<file path="config.mk">
export PLATFORM = sky130hd
export DESIGN_NAME = fcw_seq
export DESIGN_NICKNAME = d
export VERILOG_FILES = /design/src/design/fcw_pkg.sv /design/src/design/fcw_seq.sv
export SDC_FILE = /design/constraint.sdc
export NUM_CORES = 1
export LEC_CHECK = 0
export BUFFER_PORTS_ARGS = -buffer_cell sky130_fd_sc_hd__buf_2
export CORE_AREA = 2 2 39 41
export CTS_BUF_LIST = sky130_fd_sc_hd__clkbuf_16
export DETAILED_ROUTE_END_ITERATION = 16
export DIE_AREA = 0 0 41 43
export PLACE_DENSITY = 0.38
export REMOVE_ABC_BUFFERS = 1
export SLEW_MARGIN = 20
export SYNTH_ARGS = -nofsm -noshare
export SYNTH_HDL_FRONTEND = slang
export SYNTH_SLANG_ARGS = --single-unit
</file>
<file path="constraint.sdc">
create_clock -name clk -period 3.95 [get_ports clk]
set_clock_uncertainty 0.15 [all_clocks]
set_input_delay 0 -clock clk [delete_from_list [all_inputs] [get_ports clk]]
set_output_delay 0 -clock clk [all_outputs]
set_load 0.02 [all_outputs]
</file>
<file path="src/design/fcw_pkg.sv">
// ----------------------------------------------------------------------------
// fcw_pkg
// shared types, codes and constants of the cluster chain walker
// ----------------------------------------------------------------------------
package fcw_pkg;

    localparam int TABLE_BYTES_DEF = 8192;
    localparam int MAX_CHAIN_DEF   = 64;

    localparam int S_DATA_W  = 48;
    localparam int M_DATA_W  = 48;
    localparam int STATUS_W  = 2;
    localparam int CLUSTER_W = 16;
    localparam int LEN_W     = 7;
    localparam int TADDR_W   = 13;
    localparam int FADDR_W   = 17;
    localparam int CFG_IDX_W = 2;
    localparam int CFG_W     = 32;

    localparam logic OP_LOAD = 1'b0;
    localparam logic OP_WALK = 1'b1;

    localparam logic [STATUS_W-1:0] STATUS_OK     = 2'd0;
    localparam logic [STATUS_W-1:0] STATUS_NO_END = 2'd1;
    localparam logic [STATUS_W-1:0] STATUS_RANGE  = 2'd2;

    localparam logic [CFG_IDX_W-1:0] REG_FAT_IS_SIXTEEN  = 2'd0;
    localparam logic [CFG_IDX_W-1:0] REG_TOTAL_CLUSTERS  = 2'd1;
    localparam logic [CFG_IDX_W-1:0] REG_DATA_START_BYTE = 2'd2;
    localparam logic [CFG_IDX_W-1:0] REG_CLUSTER_BYTES   = 2'd3;

    localparam logic [16:0]          CLUSTER_BYTES_RST = 17'd512;
    localparam logic [11:0]          FAT12_MASK        = 12'hfff;
    localparam logic [11:0]          FAT12_RESERVED    = 12'hff0;
    localparam logic [15:0]          FAT12_EXTEND      = 16'hf000;
    localparam logic [15:0]          END_OF_CHAIN      = 16'hfff8;

    typedef enum logic [2:0] {
        S_IDLE,
        S_CHECK,
        S_READ_LO,
        S_READ_HI,
        S_EMIT
    } state_t;

    typedef struct packed {
        logic walk_go;
        logic out_of_range;
        logic out_free;
        logic last_cluster;
    } stat_t;

    typedef struct packed {
        logic in_ready;
        logic do_check;
        logic do_read_lo;
        logic do_read_hi;
        logic do_emit;
    } ctl_t;

endpackage

</file>
<file path="src/design/fcw_seq.sv">
// ----------------------------------------------------------------------------
// fcw_seq
// sequencer stepping one cluster through check, two byte reads and emit; an out of range cluster skips the reads
// ----------------------------------------------------------------------------
module fcw_seq (
    input  logic           clk,
    input  logic           rst_n,
    input  fcw_pkg::stat_t stat,
    output fcw_pkg::ctl_t  ctl
);

    fcw_pkg::state_t state_reg;
    fcw_pkg::state_t state_next;

    always_ff @(posedge clk or negedge rst_n)
    begin
        if (!rst_n)
        begin
            state_reg <= fcw_pkg::S_IDLE;
        end
        else
        begin
            state_reg <= state_next;
        end
    end

    always_comb
    begin
        state_next = state_reg;
        case (state_reg)
            fcw_pkg::S_IDLE:
            begin
                if (stat.walk_go)
                begin
                    state_next = fcw_pkg::S_CHECK;
                end
            end
            fcw_pkg::S_CHECK:
            begin
                state_next = stat.out_of_range ? fcw_pkg::S_EMIT : fcw_pkg::S_READ_LO;
            end
            fcw_pkg::S_READ_LO:
            begin
                state_next = fcw_pkg::S_READ_HI;
            end
            fcw_pkg::S_READ_HI:
            begin
                state_next = fcw_pkg::S_EMIT;
            end
            fcw_pkg::S_EMIT:
            begin
                if (stat.out_free)
                begin
                    state_next = stat.last_cluster ? fcw_pkg::S_IDLE : fcw_pkg::S_CHECK;
                end
            end
            default:
            begin
                state_next = fcw_pkg::S_IDLE;
            end
        endcase
    end

    always_comb
    begin
        ctl = '0;
        case (state_reg)
            fcw_pkg::S_IDLE:    ctl.in_ready   = 1'b1;
            fcw_pkg::S_CHECK:   ctl.do_check   = 1'b1;
            fcw_pkg::S_READ_LO: ctl.do_read_lo = 1'b1;
            fcw_pkg::S_READ_HI: ctl.do_read_hi = 1'b1;
            fcw_pkg::S_EMIT:    ctl.do_emit    = stat.out_free;
            default:            ctl = '0;
        endcase
    end

endmodule

</file>
==> out/summary.md, run 1 <==
The flow ran to the end, and the final reports show no timing, DRC or antenna violations. The clock insertion delay at the later pin of the skew report was 0.22 ns; the total global-route track usage was 6.75%. The final route contains 218 vias.

The family with the most delay on the worst path was buffers and inverters. Final routed wire length divided by cell count: 9.11 um. Setup repair after global routing left no endpoint under its margin. The routed design uses 67 um of met3 wire. For this block, the initial DRC count from the detailed router was 2.

The sum of buffers and inverters on the critical path works out to 2. After detailed placement, the total cell area comes to 250 um^2. The prevailing post-synth register cell is dfrtp_1. The placed cell count is 46, and the flip-flop and latch count after synthesis is 3. In this run the deepest clock path goes through 2 buffers. After detailed routing, the wire length on met1 is 276 um. Of all cell types, the one taking the most synthesized area is dfrtp_1. The number of H-tree branching levels is 1, and the global-route wire length before repair is 717 um. Synthesis produced a netlist whose cell count is 21. The number of flip-flops under the largest register name is 3, and the layout overhead on the synthesized area is 108%. The number of DRC violations after detailed routing came out at 0.

Among all cell types in the netlist, the one instantiated most often is nor2_1. The aggregate global routing overflow was 0. STA puts the critical path data arrival time at 2.14 ns.

The floorplan has 14 rows. After routing the design area is 399 um^2. The post-route fraction of the period consumed by the critical path works out to 54.0%.

Class of the most critical setup path: flip-flop to flip-flop. The routed design uses 175 um of met2 wire. Walking the worst path, the cells encountered are nand4bb_1 > dlygate4sd3_1 > a21oi_1 > dlygate4sd3_1. The synthesized netlist occupies a cell area of 191 um^2.

Static timing analysis puts the maximum clock frequency at 0.468 GHz. The analysis attributes to cell leakage a power of 0.191 nW. The transition time of the tightest slew-check pin is 0.284 ns. For this design the ratio of total power to cell area is 905 nW/um^2. The type of origin of the critical path is a flip-flop. The remaining antenna violation count after routing is 0, and the number of pins exceeding their max-slew limit in the final report is 0. The run gives 0 as the total inserted antenna cells. Buffer type at the clock tree root: clkbuf_16. The hold-fix buffer count after cts was 7.

The maximum number of pins on one net before global-route repair came out at 11. The fraction of registers with async set/reset was 100%; the total power was 0.000361 W. The run gives 0 as the initial antenna violation count. By count the netlist is led by nor2_1 (4), dfrtp_1 (3), a21oi_1 (2), nand2b_1 (2), nor3_1 (2).

For the post-cts repair resize count, the log shows 0. The run gives 3 as the number of CTS-inserted buffers. The tools report the number of global-route vias before repair as 164.

The aggregate routed wire length is 519 um, and the worst slew slack as a fraction of its limit is 81.1%. The fraction of layout cells with a size suffix above 1 is 36.6%, and the weighted congestion reported at the end of routability-driven placement is 0.670. The die is 43 um tall. The floorplan step defined a die boundary enclosing 1760 um^2. In the routed layout, each cell is associated on average with a via count of 3.82.

The synthesized design devotes to its leading area cell type 39.2% of total area. The portion of the post-synthesis area used by sequential elements is 39.2%, and the clock transition at the registers of the reported paths is 0.03 ns. Across the run, the number of max-cap violations was 0. The number of buffers inserted by port buffering came out at 10. The number of setup violations in the final report was 0; the hold violation total from the final report was 0. The initial utilization of the core area, before any placement, comes to 13.8%. During I/O placement, the number of pins put on the boundary was 11. The net count of the finished layout is 48. The worst setup path is captured at a flip-flop. The die is 41 um wide. Maximum fanout encountered on the critical timing path: 10. In the final timing run, aggregate negative setup slack is 0 ns.

Routed signal wires occupy layers up through met3. After clock tree synthesis, the setup repair step added 0 buffers. Placed wire-length estimate after detailed placement: 338 um. STA puts the critical path data required time at 3.96 ns.

Clock tree synthesis found a total of 3 sinks. TritonCTS built the clock tree. The logs give 1380 um^2 for the area of the core and 2 for the length of the first detailed-routing pass in iterations. The highest-delay cell along the critical path was dlygate4sd3_1. The count of warnings emitted by yosys is 0, and the number of enable flip-flop cells after synthesis is 0. For this run, the slowest stage of the critical path takes 0.57 ns.

The number of distinct library cell variants in the gate-level netlist after synthesis was 13; the non-filler instance count after layout was 57. In this design, the critical path's most frequently occurring cell is dlygate4sd3_1. The path class of the tightest hold or removal check is input pin to output pin. The worst path needs 2.13 ns of the cycle, external delays included.

IR analysis of the VDD net gives a maximum drop of 284 uV. Sorting the synthesized cells by area gives the leading types as dfrtp_1 (39%), nor2_1 (7.8%), or4b_4 (7.2%), nand2b_1 (6.5%), buf_6 (5.9%). Average cell area after synthesis: 9.12 um^2.
==> worst reg2reg max path: cells and delay by family (launching register included) <==
family | cells | cell delay, ns
AO/OA/AOI/OAI | 1 | 0.12
buffers and inverters | 2 | 1.13
flip-flops | 1 | 0.46
AND/OR/NAND/NOR | 1 | 0.21
==> routing by layer <==
metal	GRT usage [%]	up-vias
met5	0	-
met2	6.25	13
met3	4.71	0
li1	-	112
met4	8.00	0
met1	8.44	93
==> layout make-up <==
cell class	count	area, um^2
clock buffer	3	75.1
clock inverter	1	3.75
fill	154	985
inverter	1	3.75
multi-input combinational	16	101
sequential	3	75.1
tap	16	20.0
timing repair buffer	17	120
==> power by group <==
part | leakage, nW | switching, W | total [W] | internal (W)
registers | 0.0387 | 0.0000286 | 0.0000742 | 0.0000456
clock network | 0.0423 | 0.0000267 | 0.000157 | 0.000130
logic | 0.110 | 0.0000651 | 0.000130 | 0.0000647
==> final timing paths <==
check,endpoint,slack (ns),from,cells after the start
min in group asynchronous,state_reg[0],0.49,rst_n,3
max,state_reg[0],1.82,state_reg[1],4
min reg2reg,state_reg[1],0.43,state_reg[2],1
max reg2reg,state_reg[0],1.82,state_reg[1],4
min,ctl[0],0.20,stat[1],4
max in group asynchronous,state_reg[1],3.02,rst_n,3
==> layout by cell type (no fill, tap or decap), drive strengths merged <==
cell type    instances
o21bai               1
nor3                 2
nand2b               2
clkbuf               3
nor2                 4
dfrtp                3
nand2                1
or3b                 1
a21oi                2
dlygate4sd3          7
o21ai                1
inv                  2
nand4bb              1
buf                 10
or4b                 1
==> cells by family after synthesis <==
group,Yosys count,synth area share [%]
AO/OA/AOI/OAI,4,13.7
buffers and inverters,2,7.84
flip-flops,3,39.2
AND/OR/NAND/NOR,12,39.2
==> stage by stage <==
stage	setup slack (ns)	hold slack, ns	utilization [%]
after floorplan	2.69	-0.446	-
after CTS	1.83	0.205	28.8
after detailed placement	2.63	-0.353	18.1
after global placement	2.66	-0.352	18.1
final	1.82	0.203	28.8
after global routing	1.77	0.238	28.8
No activity file was read; power rests on OpenSTA's default activity.
==> run 2, diff against run 1 <==
- PLACE_DENSITY: 0.38 -> 0.39
- clock period: 3.95 -> 1.7 ns (I/O delays scaled with it)
==> run 2 against run 1 <==
Compared with the run above:
- hold slack improved by 0.17 ns
- largest power group unchanged
- maximum frequency increased by 33%
- highest routed layer unchanged
- critical path type unchanged
- global-route usage increased by 0.30 points
- sequential share of layout area unchanged
==> out/summary.md, run 2 (synthesized netlist as in run 1, its figures left out) <==
Dividing the detail-routed wire length by the instance count gives 8.95 um. Endpoint type of the worst setup path: a flip-flop. The hold violation total from the final report is 0, and the fraction of power spent switching nets is 33.8%. The clock insertion delay at the later pin of the skew report is 0.22 ns, and the floorplan row count is 14. The run gives 1380 um^2 as the area of the core. The type of origin of the critical path was a flip-flop. The total overflow left after global routing is 0.

The tools report the fmax as 0.624 GHz. For the initial core utilization, the log shows 13.8%. Cells with a size suffix above 1 make up 36.6% of the layout. The run gives 1 as the number of H-tree branching levels.

The logs give 11 for the maximum number of pins on one net before global-route repair and 32.9% for the combinational power share. CTS placed an instance of clkbuf_16 at the clock tree root. In the final layout, the multi-input gates occupy 101 um^2. The post-cts repair resize count was 0.

The logs give 11 for the number of ports placed on the die boundary and 45.7% for the clock share of power. The peak-usage layer in the global routing report was met1. For the highest ir drop seen on vdd, the log shows 829 uV.

In this run the vertical extent of the chip is 43 um. The number of global-route vias before repair was 200; the maximum fanout encountered on the critical timing path was 10. The tools report the aggregate routed wire length as 510 um.

The number of flip-flops under the largest register name is 3, and the total net switching power is 0.000271 W. The length of the first detailed-routing pass in iterations is 1. In this run, post-CTS hold repair placed 7 buffers. Measured along the x axis, the die boundary spans 41 um. Subtracting the final worst setup slack from the clock period gives 1.60 ns. The delay of the slowest cell on the worst path is 0.57 ns.

The routed via count divided by cell count came out at 3.68. The internal portion of the total power is 0.000529 W. The path category of the worst min-delay check is flip-flop to flip-flop. Setup repair after global routing left no endpoint under its margin.

Number of pins exceeding their max-slew limit in the final report: 0. Setup violations remaining at the end of the flow were counted as 0. The maximum buffer depth of the clock tree was 2; the number of vias in the routed layout was 210. The ratio of total power to cell area was 2000 nW/um^2. The clock drives 3 sinks. The tool flagged a number of max-cap violations equal to 0.

The wire-length estimate of the detail-placed layout is 355 um. The iteration-0 DRC count of the detailed router was 0; the portion of total power attributed to sequential cells was 21.4%. For the total global-route track usage, the log shows 7.04%. The flow ran to the end, and the final reports show no timing, DRC or antenna violations. The tools report the leakage power as 0.189 nW. The logs give 28.8% for the fraction of the core area covered by cells at the end of the flow and 0 for the remaining antenna violation count after routing. Adding up every negative setup slack in the final design gives 0 ns. Global routing used 9.06% of the available met1 tracks. The critical path goes through nand4bb_1 > dlygate4sd3_1 > a21oi_1.

Compared with the post-synthesis result, the final layout area differs by 108%. For the pin with the worst max-slew slack, the measured transition is 0.271 ns. At the worst endpoint, the arrival time is 1.60 ns.

TritonCTS built the clock tree. Input and output buffers added on the ports amount to 10. Summing all flip-flop and latch instances after layout gives 75.1 um^2. In the global route stage, met3 resource usage came out at 2.09%. The tools report the met2 track utilization from global routing as 8.13%. The repair_antennas step left the layout with diodes totalling 0. The weighted congestion reported at the end of routability-driven placement came out at 0.569. The post-route fraction of the period consumed by the critical path came out at 94.2%.

The class of the most critical setup path was flip-flop to flip-flop. The first global-routing pass estimated 793 um of wire. The full die area is 1760 um^2.

The clock transition at the registers of the reported paths was 0.03 ns; the buffer count from post-CTS setup fixing was 0. For this design, the slowest cell found on the critical path is dlygate4sd3_1. In this run, CTS created clock tree buffers numbering 3. After the last flow step, the layout net total stands at 48.

Initial antenna violation count: 0. The worst hold slack is 0.378 ns, and the worst slew slack as a fraction of its limit is 81.9%. The fill cell total of the finished layout was 156.

For this run, design rule violations remaining after detail routing come to 0. In the layout the commonest cells are buf_2 (10), dlygate4sd3_1 (7), nor2_1 (4), clkbuf_16 (3), dfrtp_1 (3). The most frequent standard cell in the layout excluding fill and tap cells was buf_2.

At the worst endpoint, the required time is 1.69 ns.
-- run 2: cell counts in the layout (fill, tap and decap cells not counted) --
No cell type changed its count.
-- run 2: path summary, 6_finish.rpt --
path | start | to | slack [ns] | cells past startpoint
hold reg to reg | state_reg[0] | state_reg[0] | 0.38 | 1
setup / recovery | state_reg[1] | state_reg[0] | 0.1 | 3
hold / removal | state_reg[0] | state_reg[0] | 0.38 | 1
setup reg to reg | state_reg[1] | state_reg[0] | 0.1 | 3
min in group asynchronous | rst_n | state_reg[2] | 0.49 | 3
max in group asynchronous | rst_n | state_reg[1] | 0.77 | 3
-- run 2: critical path, delay by kind of cell (launching register included) --
kind | cells | cell delay (ns)
simple gates | 1 | 0.21
flops | 1 | 0.46
compound gates | 1 | 0.13
buf+inv | 1 | 0.57
-- run 2: routing by layer --
metal | share of wire (%) | routed length [um]
met3 | 11 | 58
met1 | 51 | 259
met2 | 38 | 192
met4 | 0 | 0
met5 | 0 | 0
-- run 2: per-stage QoR --
| step | area [um^2] | power, W | instances | setup WS (ns) |
|---|---|---|---|---|
| final | 399 | 0.000800 | 57 | 0.0982 |
| after global routing | 399 | 0.000858 | 57 | 0.0225 |
| after CTS | 399 | 0.000813 | 57 | 0.0904 |
| after detailed placement | 250 | 0.000424 | 46 | 0.390 |
| after global placement | 250 | 0.000427 | 46 | 0.399 |
| after floorplan | 180 | 0.000338 | 20 | 0.443 |
-- run 2: layout make-up --
| class | count | area share (%) |
|---|---|---|
| clock inverters | 1 | 0.940 |
| flip-flops and latches | 3 | 18.8 |
| well taps | 16 | 5.02 |
| clock buffers | 3 | 18.8 |
| inverters | 1 | 0.940 |
| multi-input cells | 16 | 25.4 |
| repair buffers | 17 | 30.1 |
-- run 2: power by group through the flow --
stage	clock, W	sequential [W]	combinational, W
floorplan	0	0.000155	0.000182
global placement	0	0.000173	0.000255
detailed placement	0	0.000172	0.000252
CTS	0.000374	0.000172	0.000267
global route	0.000381	0.000184	0.000294
finish	0.000366	0.000171	0.000264
